### config.mk
export PLATFORM = sky130hd
export DESIGN_NAME = compacting_value_list
export DESIGN_NICKNAME = d
export VERILOG_FILES = /design/src/rtl/core/clv_pkg.sv /design/src/rtl/core/clv_ctrl.sv /design/src/rtl/core/clv_dp.sv /design/src/rtl/core/compacting_value_list.sv
export SDC_FILE = /design/constraint.sdc
export NUM_CORES = 1
export LEC_CHECK = 0
export BUFFER_PORTS_ARGS = -buffer_cell sky130_fd_sc_hd__buf_4
export CAP_MARGIN = 20
export CORE_ASPECT_RATIO = 0.9
export CORE_MARGIN = 1.5
export CORE_UTILIZATION = 40
export CTS_CLUSTER_DIAMETER = 80
export DETAILED_ROUTE_END_ITERATION = 10
export PLACE_DENSITY = 0.63
export SYNTH_ARGS = -nofsm -noshare
export SYNTH_HDL_FRONTEND = slang
export SYNTH_SLANG_ARGS = --single-unit
### constraint.sdc
create_clock -name aclk -period 5.4 [get_ports aclk]
set_input_delay 1.08 -clock aclk [delete_from_list [all_inputs] [get_ports aclk]]
set_output_delay 1.08 -clock aclk [all_outputs]
set_load 0.01 [all_outputs]
### src/rtl/core/clv_pkg.sv
package clv_pkg;

    // Fixed field widths of the two channels
    localparam int FUNC_WIDTH  = 3;
    localparam int DATA_WIDTH  = 32;
    localparam int INDEX_WIDTH = 4;
    localparam int COUNT_WIDTH = 5;

    // Operation codes
    localparam logic [FUNC_WIDTH-1:0] FUNC_APPEND        = 3'd0;
    localparam logic [FUNC_WIDTH-1:0] FUNC_APPEND_UNIQUE = 3'd1;
    localparam logic [FUNC_WIDTH-1:0] FUNC_EXISTS        = 3'd2;
    localparam logic [FUNC_WIDTH-1:0] FUNC_GET           = 3'd3;
    localparam logic [FUNC_WIDTH-1:0] FUNC_REMOVE        = 3'd4;

    typedef struct packed {
        logic [FUNC_WIDTH-1:0]  func;
        logic [DATA_WIDTH-1:0]  value;
        logic [INDEX_WIDTH-1:0] index;
    } clv_in_t;

    typedef struct packed {
        logic                   ok;
        logic                   full_res;
        logic [DATA_WIDTH-1:0]  read_value;
        logic [COUNT_WIDTH-1:0] count;
    } clv_out_t;

    // Controller to datapath
    typedef struct packed {
        logic start;        // latch the incoming transaction, clear result
        logic do_append;    // store value at the end if there is room
        logic scan_start;   // rewind the sweep pointer to slot 0
        logic scan_step;    // issue one compare read
        logic set_ok;       // flag success
        logic shift_start;  // start shifting down from the matched slot
        logic shift_step;   // one read/write of the shift sweep
        logic remove_done;  // drop the last slot, flag success
        logic get_issue;    // read the indexed slot
        logic get_capture;  // take the indexed read data
        logic load_out;     // move the result into the output register
    } clv_cmd_t;

    // Datapath to controller
    typedef struct packed {
        logic [FUNC_WIDTH-1:0] func;
        logic                  hit;        // compare data matches value
        logic                  sweep_end;  // nothing in flight, pointer past the end
        logic                  out_free;   // output register can take a result
    } clv_sts_t;

endpackage

### src/rtl/core/clv_ctrl.sv
module clv_ctrl
    import clv_pkg::*;
(
    input  logic     aclk,
    input  logic     aresetn,
    input  logic     s_valid,
    output logic     s_ready,
    input  clv_sts_t sts,
    output clv_cmd_t cmd
);

    localparam logic [2:0] ST_IDLE  = 3'd0;
    localparam logic [2:0] ST_EXEC  = 3'd1;
    localparam logic [2:0] ST_SCAN  = 3'd2;
    localparam logic [2:0] ST_SHIFT = 3'd3;
    localparam logic [2:0] ST_GET   = 3'd4;
    localparam logic [2:0] ST_DONE  = 3'd5;

    logic [2:0] state_reg;
    logic [2:0] state_next;

    // State register
    always_ff @(posedge aclk) begin
        if (!aresetn) begin
            state_reg <= ST_IDLE;
        end else begin
            state_reg <= state_next;
        end
    end

    assign s_ready = (state_reg == ST_IDLE);

    // Next state and commands
    always_comb begin
        state_next = state_reg;
        cmd        = '0;
        case (state_reg)
            ST_IDLE: begin
                if (s_valid) begin
                    cmd.start  = 1'b1;
                    state_next = ST_EXEC;
                end
            end
            ST_EXEC: begin
                case (sts.func)
                    FUNC_APPEND: begin
                        cmd.do_append = 1'b1;
                        state_next    = ST_DONE;
                    end
                    FUNC_APPEND_UNIQUE, FUNC_EXISTS, FUNC_REMOVE: begin
                        cmd.scan_start = 1'b1;
                        state_next     = ST_SCAN;
                    end
                    FUNC_GET: begin
                        cmd.get_issue = 1'b1;
                        state_next    = ST_GET;
                    end
                    default: begin
                        state_next = ST_DONE;
                    end
                endcase
            end
            ST_SCAN: begin
                if (sts.hit) begin
                    if (sts.func == FUNC_REMOVE) begin
                        cmd.shift_start = 1'b1;
                        state_next      = ST_SHIFT;
                    end else begin
                        // exists reports success, append unique drops the value
                        cmd.set_ok = (sts.func == FUNC_EXISTS);
                        state_next = ST_DONE;
                    end
                end else if (sts.sweep_end) begin
                    cmd.do_append = (sts.func == FUNC_APPEND_UNIQUE);
                    state_next    = ST_DONE;
                end else begin
                    cmd.scan_step = 1'b1;
                end
            end
            ST_SHIFT: begin
                if (sts.sweep_end) begin
                    cmd.remove_done = 1'b1;
                    state_next      = ST_DONE;
                end else begin
                    cmd.shift_step = 1'b1;
                end
            end
            ST_GET: begin
                cmd.get_capture = 1'b1;
                state_next      = ST_DONE;
            end
            ST_DONE: begin
                if (sts.out_free) begin
                    cmd.load_out = 1'b1;
                    state_next   = ST_IDLE;
                end
            end
            default: begin
                state_next = ST_IDLE;
            end
        endcase
    end

endmodule

### src/rtl/core/clv_dp.sv
module clv_dp
    import clv_pkg::*;
#(
    parameter int DEPTH       = 16,
    parameter int VALUE_WIDTH = 32
) (
    input  logic     aclk,
    input  logic     aresetn,
    input  clv_in_t  s_data,
    output logic     m_valid,
    input  logic     m_ready,
    output clv_out_t m_data,
    input  clv_cmd_t cmd,
    output clv_sts_t sts
);

    localparam int AW = $clog2(DEPTH);
    localparam int UW = $clog2(DEPTH + 1);
    localparam int CW = (UW > INDEX_WIDTH) ? UW : INDEX_WIDTH;

    // Slot storage
    logic [VALUE_WIDTH-1:0] mem [DEPTH];

    logic [FUNC_WIDTH-1:0]  func_reg;
    logic [VALUE_WIDTH-1:0] value_reg;
    logic [INDEX_WIDTH-1:0] index_reg;
    logic [UW-1:0]          used_reg,     used_next;
    logic [UW-1:0]          ptr_reg,      ptr_next;
    logic                   pend_reg,     pend_next;
    logic [AW-1:0]          pend_idx_reg, pend_idx_next;
    logic [VALUE_WIDTH-1:0] rdata_reg;
    logic                   res_ok_reg,   res_ok_next;
    logic                   res_full_reg, res_full_next;
    logic [DATA_WIDTH-1:0]  res_rd_reg,   res_rd_next;
    logic                   m_valid_reg,  m_valid_next;
    clv_out_t               m_data_reg;

    logic                   not_full;
    logic                   in_range;
    logic                   ptr_live;
    logic                   mem_re;
    logic [AW-1:0]          mem_raddr;
    logic                   mem_we;
    logic [AW-1:0]          mem_waddr;
    logic [VALUE_WIDTH-1:0] mem_wdata;

    assign not_full = (used_reg < UW'(DEPTH));
    assign in_range = (CW'(index_reg) < CW'(used_reg));
    assign ptr_live = (ptr_reg < used_reg);

    assign sts.func      = func_reg;
    assign sts.hit       = pend_reg && (rdata_reg == value_reg);
    assign sts.sweep_end = !pend_reg && !ptr_live;
    assign sts.out_free  = !m_valid_reg || m_ready;

    // Memory port control
    always_comb begin
        mem_re    = 1'b0;
        mem_raddr = ptr_reg[AW-1:0];
        mem_we    = 1'b0;
        mem_waddr = used_reg[AW-1:0];
        mem_wdata = value_reg;
        if (cmd.do_append && not_full) begin
            mem_we = 1'b1;
        end
        if ((cmd.scan_step || cmd.shift_step) && ptr_live) begin
            mem_re = 1'b1;
        end
        // shift: the slot read last cycle moves down by one
        if (cmd.shift_step && pend_reg) begin
            mem_we    = 1'b1;
            mem_waddr = pend_idx_reg - 1'b1;
            mem_wdata = rdata_reg;
        end
        if (cmd.get_issue) begin
            mem_re    = 1'b1;
            mem_raddr = AW'(index_reg);
        end
    end

    always_ff @(posedge aclk) begin
        if (mem_we) begin
            mem[mem_waddr] <= mem_wdata;
        end
        if (mem_re) begin
            rdata_reg <= mem[mem_raddr];
        end
    end

    // Sweep pointer, list length and result
    always_comb begin
        used_next     = used_reg;
        ptr_next      = ptr_reg;
        pend_next     = pend_reg;
        pend_idx_next = pend_idx_reg;
        res_ok_next   = res_ok_reg;
        res_full_next = res_full_reg;
        res_rd_next   = res_rd_reg;
        m_valid_next  = m_valid_reg;

        if (cmd.start) begin
            res_ok_next   = 1'b0;
            res_full_next = 1'b0;
            res_rd_next   = '0;
        end
        if (cmd.do_append) begin
            res_ok_next   = not_full;
            res_full_next = !not_full;
            if (not_full) begin
                used_next = used_reg + 1'b1;
            end
        end
        if (cmd.scan_start) begin
            ptr_next  = '0;
            pend_next = 1'b0;
        end
        if (cmd.scan_step || cmd.shift_step) begin
            pend_next = ptr_live;
            if (ptr_live) begin
                pend_idx_next = ptr_reg[AW-1:0];
                ptr_next      = ptr_reg + 1'b1;
            end
        end
        if (cmd.shift_start) begin
            ptr_next  = UW'(pend_idx_reg) + 1'b1;
            pend_next = 1'b0;
        end
        if (cmd.set_ok) begin
            res_ok_next = 1'b1;
        end
        if (cmd.remove_done) begin
            used_next   = used_reg - 1'b1;
            res_ok_next = 1'b1;
        end
        if (cmd.get_capture) begin
            res_ok_next = in_range;
            res_rd_next = in_range ? DATA_WIDTH'(rdata_reg) : '0;
        end

        // Output register
        if (cmd.load_out) begin
            m_valid_next = 1'b1;
        end else if (m_ready) begin
            m_valid_next = 1'b0;
        end
    end

    always_ff @(posedge aclk) begin
        if (!aresetn) begin
            used_reg    <= '0;
            pend_reg    <= 1'b0;
            m_valid_reg <= 1'b0;
        end else begin
            used_reg    <= used_next;
            pend_reg    <= pend_next;
            m_valid_reg <= m_valid_next;
        end
    end

    always_ff @(posedge aclk) begin
        ptr_reg      <= ptr_next;
        pend_idx_reg <= pend_idx_next;
        res_ok_reg   <= res_ok_next;
        res_full_reg <= res_full_next;
        res_rd_reg   <= res_rd_next;
        if (cmd.start) begin
            func_reg  <= s_data.func;
            value_reg <= VALUE_WIDTH'(s_data.value);
            index_reg <= s_data.index;
        end
        if (cmd.load_out) begin
            m_data_reg.ok         <= res_ok_reg;
            m_data_reg.full_res   <= res_full_reg;
            m_data_reg.read_value <= res_rd_reg;
            m_data_reg.count      <= COUNT_WIDTH'(used_reg);
        end
    end

    assign m_valid = m_valid_reg;
    assign m_data  = m_data_reg;

    // Checks
    a_used_bound: assert property (@(posedge aclk) disable iff (!aresetn)
        used_reg <= UW'(DEPTH))
        else $error("list length past capacity");

    a_append_grows: assert property (@(posedge aclk) disable iff (!aresetn)
        cmd.do_append && not_full |=> used_reg == $past(used_reg) + 1'b1)
        else $error("append did not grow the list");

    a_remove_nonempty: assert property (@(posedge aclk) disable iff (!aresetn)
        cmd.remove_done |-> used_reg != '0)
        else $error("remove on an empty list");

    a_shift_addr: assert property (@(posedge aclk) disable iff (!aresetn)
        cmd.shift_step && pend_reg |-> pend_idx_reg != '0)
        else $error("shift would write below slot 0");

    a_no_overwrite: assert property (@(posedge aclk) disable iff (!aresetn)
        cmd.load_out |-> (!m_valid_reg || m_ready))
        else $error("result loaded over a pending transaction");

endmodule

### src/rtl/core/compacting_value_list.sv
// Ordered list of up to DEPTH values of VALUE_WIDTH bits, packed from slot 0, one
// transaction at a time. Exists, append unique and remove compare the stored entries
// one per cycle through the single read port of the slot memory; a remove then shifts
// the later entries down one per cycle. A finished result sits in an output register,
// so the next transaction is accepted while it waits.
module compacting_value_list
    import clv_pkg::*;
#(
    parameter int DEPTH       = 16,
    parameter int VALUE_WIDTH = 32
) (
    input  logic     aclk,
    input  logic     aresetn,
    input  logic     s_valid,
    output logic     s_ready,
    input  clv_in_t  s_data,
    output logic     m_valid,
    input  logic     m_ready,
    output clv_out_t m_data
);

    clv_cmd_t cmd;
    clv_sts_t sts;

    clv_ctrl u_ctrl (
        .aclk    (aclk),
        .aresetn (aresetn),
        .s_valid (s_valid),
        .s_ready (s_ready),
        .sts     (sts),
        .cmd     (cmd)
    );

    clv_dp #(
        .DEPTH       (DEPTH),
        .VALUE_WIDTH (VALUE_WIDTH)
    ) u_dp (
        .aclk    (aclk),
        .aresetn (aresetn),
        .s_data  (s_data),
        .m_valid (m_valid),
        .m_ready (m_ready),
        .m_data  (m_data),
        .cmd     (cmd),
        .sts     (sts)
    );

endmodule
==> results of run 1 <==
==> cells by family after synthesis <==
kind of cell	count (synthesis)	share of synthesized area (%)
flip-flops	675	75.3
AND/OR/NAND/NOR	851	13.9
XOR/XNOR	41	1.34
buffers and inverters	125	1.88
adder cells (fa/ha/maj)	15	0.730
multiplexers	79	3.11
AO/OA/AOI/OAI	127	3.82
==> layer usage <==
metal | track usage (%) | part of all wire, % | wire length, µm | vias up
li1 | - | - | - | 7233
met1 | 29.8 | 43 | 29500 | 8117
met2 | 29.3 | 44 | 29900 | 783
met3 | 5.20 | 11 | 7570 | 93
met4 | 4.56 | 1.7 | 1190 | 2
met5 | 0 | 0.023 | 16 | -
==> synthesized netlist by cell type (all sizes together) (30+ instances only) <==
library cell / number
edfxtp: 660
nand2: 517
nand3: 195
clkbuf: 75
mux2i: 46
a32oi: 44
and2: 36
xor2: 36
nor2: 35
buf: 34
mux2: 33
o221ai: 33
nand4: 30
==> path summary, 6_finish.rpt <==
path	start	end	cells past startpoint
worst min register to register	u_dp.res_rd_reg[3]	u_dp.m_data[8]	0
worst min-delay path	u_dp.res_rd_reg[3]	u_dp.m_data[8]	0
worst max register to register	u_ctrl.state_reg[0]	u_dp.rdata_reg[29]	8
worst max-delay path	u_ctrl.state_reg[0]	u_dp.rdata_reg[29]	8
==> power groups by stage <==
stage          Sequential (mW)  Combinational [mW]  Clock (mW)
3_5_place_dp              6.26                1.22           0
3_3_place_gp              6.26                1.19           0
2_1_floorplan             6.21               0.751           0
4_1_cts                   6.15                1.22        4.54
5_1_grt                   6.16                1.35        4.74
6_report                  6.15                1.24        4.48
==> worst max-delay path, cell delays in order (launching register included) <==
cell and delay (ns):
dfxtp_1 0.65, nand2b_1 0.36, nor2_1 0.68, mux2i_1 0.69, and2_1 0.78, buf_4 0.39
a32oi_1 0.13, nand3_1 0.11, o221ai_1 0.13
==> area by class of cell <==
cell class / instances / area (µm²) / share of cell area, %
Clock buffer: 88 / 1860 / 6.07
Clock inverter: 36 / 240 / 0.783
Inverter: 16 / 60.1 / 0.196
Multi-Input combinational cell: 1113 / 6310 / 20.6
Sequential cell: 675 / 20100 / 65.6
Tap cell: 864 / 1080 / 3.52
Timing Repair Buffer: 115 / 1020 / 3.31
==> flow_summary.toml, run 1 <==
[run_status]
status = "finished, final reports clean"

[clock_tree]
clock_latency_ns = 0.61
post_cts_resized = 0
cts_root_buffer = "clkbuf_16"
cts_buffers = 69
post-cts-setup-buffers = 0
hold_buffers = 0
htree_levels = 3
clk_pin_slew_worst_paths_ns = 0.06
clkSinkCount = 675
cts_tree = "yes"
ctsLongestPathBuffers = 3

[finish]
final_area_um2 = 30700
fin_nets = 2048
fin_util_pct = 46.6
stdcell_count = 2907
synthToLayoutAreaGrowth_pct = 14.8
largest_reg_flops = 512
fill_cells = 5611
diodes = 0
final_common_cell = "edfxtp_1"
drive_gt1_share_pct = 13.8
most-common-layout-cells = "edfxtp_1 (660), nand2_1 (516), nand3_1 (194)"

[worst_hold_path]
hold_class = "reg2reg"

[routing]
post_drt_wl_per_cell_um = 23.4
drt_pass1_iterations = 6
via_per_inst = 5.58
drcViolationCount = 0
vias = 16200
ant_nets = 0
routed_wl_um = 68100
drtIter0Drc = 2153

[power]
fin_total_pwr_mw = 11.9
pwr-share-seq_pct = 51.8
p_leak_nw = 10.8
p_switching_mw = 2.96
internal_power_mw = 8.91
peakVddDrop_mv = 0.206
combPwrFrac_pct = 10.4
powerDensity_nw_per_um2 = 387
clockPowerShare_pct = 37.7
p_sw_share_pct = 24.9

[synthesis]
yosysWarnings = 0
avgSynthCellArea_um2 = 14.0
synthArstFlopShare_pct = 0
synth_seq_cells = 675
ys_types = 51
netlist_instances = 1913
synth_top_flop_cell = "edfxtp_1"
yosysTopAreaCellShare_pct = 74.1
synth_nets = 1971
ys_top_cells_by_area = "edfxtp_1 (74%), nand2_1 (7.3%), nand3_1 (3.7%), mux2i_1 (1.7%), a32oi_1 (1.4%)"
synth_edf_count = 660
synth_area_um2 = 26700
synth_seq_area_share_pct = 75.3
yosysTopAreaCell = "edfxtp_1"

[sta]
hold_slack_ns = 0.418
setup_ws_ns = 1.19
period_minus_slack_ns = 4.21
skew_ns = 0.0285
hold_viol = 0
maxSlewHeadroom_pct = 15.6
setup_tns_ns = 0
period_share_pct = 78.0
setup_viol = 0
fmax_mhz = 238
rsz0062_at_grt = "false"
finalMaxSlewViolations = 0
worst_slew_pin_slew_ns = 1.27

[floorplan]
start_util_pct = 40.6
die-area_um2 = 68400
fp-row-count = 89
die_h_um = 248
io_pins = 84
die_x_um = 276
core_um2 = 65800

[worst_setup_path]
start_kind = "flop"
cp_max_fo = 18
r2r_slack_ns = 1.19
cp.required_ns = 5.71
worstSetupPathType = "reg2reg"
endpoint_kind = "flop"
worstPathArrival_ns = 4.52

[place]
place_inst = 2777
dpl_cell_area_um2 = 28500
dp_hpwl_um = 42800
post-place-ws_ns = 1.30
io_buffers = 83
place.gp.congestion = 0.892

[grt]
grt_use_total_pct = 20.0
antenna_found_initial = 2
grt_pass1_wl_um = 101000
grt_pass1_vias = 15400
grt_max_degree = 78
overflow = 0

[flow_run]
drv_cap = 0
No activity file was read; power rests on OpenSTA's default activity.
==> run 2: changes to the inputs <==
- ABC_AREA: unset -> 1
- clock period: 5.4 -> 4.15 ns (I/O delays scaled with it)
==> run 2 against run 1 <==
  * Clock skew rose by 0.0018 ns
  * Cell count rose by 13%
  * First-iteration DRC count fell by 5.6%
  * Critical path type unchanged
  * Critical endpoint is now u_dp.mem[1][30]
  * Highest routed layer unchanged
==> flow_summary.toml, run 2 <==
[synthesis]
avgSynthCellArea_um2 = 12.7
synth_top_flop_cell = "edfxtp_1"
yosysWarnings = 0
synth_common_cells = "edfxtp_1 (660), nand2_1 (240), nor2_1 (232)"
yosysTopAreaCellShare_pct = 71.6
yosysMostFrequentCell = "edfxtp_1"
synthArstFlopShare_pct = 0
yosysTopAreaCell = "edfxtp_1"
ys_top_cells_by_area = "edfxtp_1 (72%), o211ai_1 (5.2%), o21ai_0 (4.1%), nand2_1 (3.3%), nor2_1 (3.1%)"
synth_seq_area_share_pct = 72.7
netlist_instances = 2182
synth_seq_cells = 675
synth_nets = 2240
ys_types = 35
synth_edf_count = 660
synth_area_um2 = 27700

[finish]
largest_reg_flops = 512
diodes = 0
stdcell_count = 3277
drive_gt1_share_pct = 15.1
fin_nets = 2349
most-common-layout-cells = "edfxtp_1 (660), nand2_1 (239), nor2_1 (215)"
fill_cells = 6148
final_common_cell = "edfxtp_1"
synthToLayoutAreaGrowth_pct = 15.7

[floorplan]
die_h_um = 253
die-area_um2 = 70800
die_x_um = 280
io_pins = 84
fp-row-count = 91
core_um2 = 68500
start_util_pct = 40.4

[worst_setup_path]
worstSetupPathType = "reg2reg"
endpoint_kind = "flop"
slowest_stage = "nor2_4"
rr_worst_depth = 13
start_kind = "flop"
cpMostUsedCell = "nand2_1"
max_stage_delay_ns = 0.48
cp_max_fo = 24
worstPathArrival_ns = 3.48
crit_chain = "inv_1 > ha_1 > nand4_1 > nand3_1 > nand2_1 > nor2_1 > nand2_1 > nand2_1 > nand2_1 > nand2_1 > nand3_1 > nor2_4 > buf_12"
cp.required_ns = 4.46

[grt]
grt_pass1_wl_um = 108000
grt_use_total_pct = 20.6
overflow = 0
grt_max_degree = 129
antenna_found_initial = 2
grt_pass1_vias = 17000

[sta]
maxSlewHeadroom_pct = 31.5
fmax_mhz = 315
setup_ws_ns = 0.979
hold_viol = 0
hold_slack_ns = 0.374
finalMaxSlewViolations = 0
rsz0062_at_grt = "false"
period_share_pct = 76.4
setup_viol = 0
worst_slew_pin_slew_ns = 1.02
skew_ns = 0.0303
setup_tns_ns = 0
period_minus_slack_ns = 3.17

[clock_tree]
htree_levels = 3
ctsLongestPathBuffers = 3
clk_pin_slew_worst_paths_ns = 0.06
clkSinkCount = 675
post-cts-setup-buffers = 0
cts_tree = "yes"
cts_root_buffer = "clkbuf_16"
post_cts_resized = 0
hold_buffers = 0
cts_buffers = 71
clock_latency_ns = 0.63

[routing]
post_drt_wl_per_cell_um = 22.1
ant_nets = 0
drtIter0Drc = 2032
via_per_inst = 5.38
routed_wl_um = 72400
drt_pass1_iterations = 6
vias = 17600
drcViolationCount = 0

[power]
peakVddDrop_mv = 0.366
p_leak_nw = 11.3
fin_total_pwr_mw = 18.8
powerDensity_nw_per_um2 = 587

[worst_hold_path]
whs_path_depth = 1
hold_class = "in2reg"

[place]
io_buffers = 83
place_inst = 3146
post-place-ws_ns = 0.998
dp_hpwl_um = 44200
place.gp.congestion = 0.900

[flow_run]
drv_cap = 0

[run_status]
status = "finished, final reports clean"
==> run 2: layout make-up <==
type	count	area [µm²]	area share [%]
Inverter	186	699	2.18
Clock inverter	40	285	0.891
Multi-Input combinational cell	1206	6470	20.2
Sequential cell	675	20100	62.8
Clock buffer	89	1900	5.92
Timing Repair Buffer	151	1390	4.34
Tap cell	930	1160	3.63
==> run 2: worst max-delay path, delay by kind of cell, from the launching register on <==
family                   cells  cell delay (ns)
buffers and inverters        2             0.39
flip-flops                   1             0.46
AND/OR/NAND/NOR             10             1.68
adder cells (fa/ha/maj)      1             0.31
==> run 2: cell families after synthesis <==
logic type / count (synthesis) / share of synthesized area (%)
AOI/OAI and AO/OA: 509 / 11.0
adders and majority gates: 15 / 0.705
xor gates and xnor gates: 15 / 0.474
DFF: 675 / 72.7
buffers and inverters: 301 / 4.67
and+or+nand+nor: 667 / 10.5
==> run 2: metrics by stage <==
step	util, %	cell area, µm²
2_1_floorplan	-	27700
3_3_place_gp	43.5	29800
3_5_place_dp	43.5	29800
4_1_cts	46.7	32000
5_1_grt	46.7	32000
6_report	46.7	32000
==> run 2: where the power goes <==
part           total [mW]  switching [mW]  internal, mW  leakage [nW]
Clock                6.05            2.61          3.44          1.06
Sequential           8.25           0.164          8.09          6.11
Combinational        4.51            3.23          1.28          4.14
Total                18.8            6.00          12.8          11.3
==> run 2: worst paths after layout <==
path / to / from / slack (ns)
max: u_dp.mem[1][30] / u_dp.used_reg[1] / 0.98
max reg2reg: u_dp.mem[1][30] / u_dp.used_reg[1] / 0.98
min reg2reg: u_dp.m_data[25] / u_dp.res_rd_reg[20] / 0.42
min: u_dp.value_reg[21] / s_data[25] / 0.37
==> run 2: per-layer routing <==
| layer | vias to the layer above | routed length [µm] | GRT usage [%] |
|---|---|---|---|
| met5 | - | 11 | 0 |
| met2 | 833 | 31600 | 30.4 |
| li1 | 8080 | - | - |
| met3 | 125 | 6910 | 4.83 |
| met1 | 8580 | 31600 | 29.6 |
| met4 | 2 | 2250 | 7.49 |
==> run 3: changes to the inputs <==
- clock period: 4.15 -> 3.28 ns (I/O delays scaled with it)
==> run 3 against run 2 <==
  * Die area stayed put
  * Worst hold slack lost 0.15 ns
  * Clock-buffer cell count rose by 4
  * Register-to-register slack lost 0.65 ns
==> flow_summary.toml, run 3 (synthesized netlist as in run 2, its figures left out) <==
[floorplan]
die_x_um = 280
core_um2 = 68500
start_util_pct = 40.4
die_h_um = 253
die-area_um2 = 70800
fp-row-count = 91
io_pins = 84

[run_status]
status = "finished, final reports clean"

[routing]
drcViolationCount = 0
drt_pass1_iterations = 5
via_per_inst = 5.29
routed_wl_um = 70900
vias = 17500
post_drt_wl_per_cell_um = 21.4
drtIter0Drc = 2196
ant_nets = 0

[clock_tree]
cts_root_buffer = "clkbuf_16"
cts_tree = "yes"
clock_latency_ns = 0.62
hold_buffers = 0
ctsLongestPathBuffers = 3
clkSinkCount = 675
clk_pin_slew_worst_paths_ns = 0.06
htree_levels = 3
cts_buffers = 72

[sta]
period_share_pct = 90.0
rsz0062_at_grt = "false"
skew_ns = 0.0364
maxSlewHeadroom_pct = 37.9
finalMaxSlewViolations = 0
period_minus_slack_ns = 2.95
worst_slew_pin_slew_ns = 0.928
setup_tns_ns = 0
setup_viol = 0
hold_viol = 0
fmax_mhz = 339

[finish]
drive_gt1_share_pct = 16.6
final_area_um2 = 32500
final_common_cell = "edfxtp_1"
diodes = 0
synthToLayoutAreaGrowth_pct = 17.4
stdcell_count = 3313
largest_reg_flops = 512
most-common-layout-cells = "edfxtp_1 (660), nand2_1 (238), o21ai_0 (227)"
fin_nets = 2384

[power]
powerDensity_nw_per_um2 = 746
p_leak_nw = 11.6
peakVddDrop_mv = 0.498

[flow_run]
drv_cap = 0

[worst_setup_path]
cp_num_buf_inv = 3
worstSetupPathType = "reg2reg"
max_stage_delay_ns = 0.45
cpMostUsedCell = "nand2_1"
cp.required_ns = 3.58
cpLargestDelayFamily = "simple AND/OR/NAND/NOR gates"
start_kind = "flop"
slowest_stage = "dfxtp_1"
cp_max_fo = 49
endpoint_kind = "flop"
crit_chain = "nand2_1 > nor2_2 > inv_1 > nor2_4 > buf_4 > nand2_1 > nand2_1 > nand2_1 > nor2_4 > buf_12"
worstPathArrival_ns = 3.25

[grt]
antenna_found_initial = 0
grt_use_total_pct = 20.1
overflow = 0
grt_max_degree = 129
grt_pass1_wl_um = 106000
grt_pass1_vias = 16800

[place]
place_inst = 3181
place.gp.congestion = 0.888
io_buffers = 83
dpl_cell_area_um2 = 30200
dp_hpwl_um = 44000

[worst_hold_path]
hold_class = "in2reg"
-- run 3: cell count changes in the layout (fill, tap and decap cells not counted), moves of 3 or more --
cell / before / now
buf_4: 131 / 157
o21ai_0: 206 / 227
o21ai_1: 87 / 72
buf_12: 19 / 28
clkinv_1: 19 / 10
o21ai_2: 7 / 1
clkinv_2: 9 / 14
clkbuf_16: 73 / 76
clkinvlp_4: 3 / 0
nand3_1: 101 / 98
nand3_2: 2 / 5
-- run 3: worst register-to-register path: cells and delay by family, from the launching register on --
kind                   cells  cell delay [ns]
buffers and inverters      3             0.76
flip-flops                 1             0.45
AND/OR/NAND/NOR            7             1.44
-- run 3: final cells by class --
cell class / count / area (µm²)
clock buffers: 93 / 1970
clock inverters: 38 / 348
fillers: 5989 / 36000
inverters: 186 / 699
multi-input cells: 1206 / 6470
flip-flops and latches: 675 / 20100
well taps: 930 / 1160
repair buffers: 185 / 1740
-- run 3: final timing paths --
kind	start	endpoint	slack (ns)	cells after the start
setup reg to reg	u_ctrl.state_reg[0]	u_dp.mem[3][7]	0.33	10
hold reg to reg	u_dp.res_rd_reg[11]	u_dp.m_data[16]	0.41	0
setup / recovery	u_ctrl.state_reg[0]	u_dp.mem[3][7]	0.33	10
hold / removal	s_data[28]	u_dp.value_reg[24]	0.22	1
-- run 3: metrics by stage --
step	setup slack (ns)	hold WS, ns	total power [mW]	util, %
after global placement	0.269	0.403	16.3	44.0
after detailed placement	0.252	0.405	16.4	44.0
after CTS	0.224	0.189	24.3	47.4
after floorplan	-0.0851	0.400	14.2	-
after global routing	0.0910	0.190	25.2	47.4
final	0.328	0.219	24.2	47.4
-- run 3: repair_timing --
action | 4_1_cts | 5_1_grt
resized for setup | 0 | 4
buffers inserted | 0 | 1
endpoints found under the setup margin | 0 | 199
-- run 3: per-layer routing --
layer / track usage [%] / routed length, µm
met4: 5.50 / 1540
met1: 29.7 / 31700
met5: 0 / 0
met3: 4.16 / 6640
met2: 30.2 / 31000
-- run 3: report_power, final --
group          internal [mW]  switching (mW)
logic                   1.80            4.03
registers               10.2           0.217
clock network           4.65            3.30
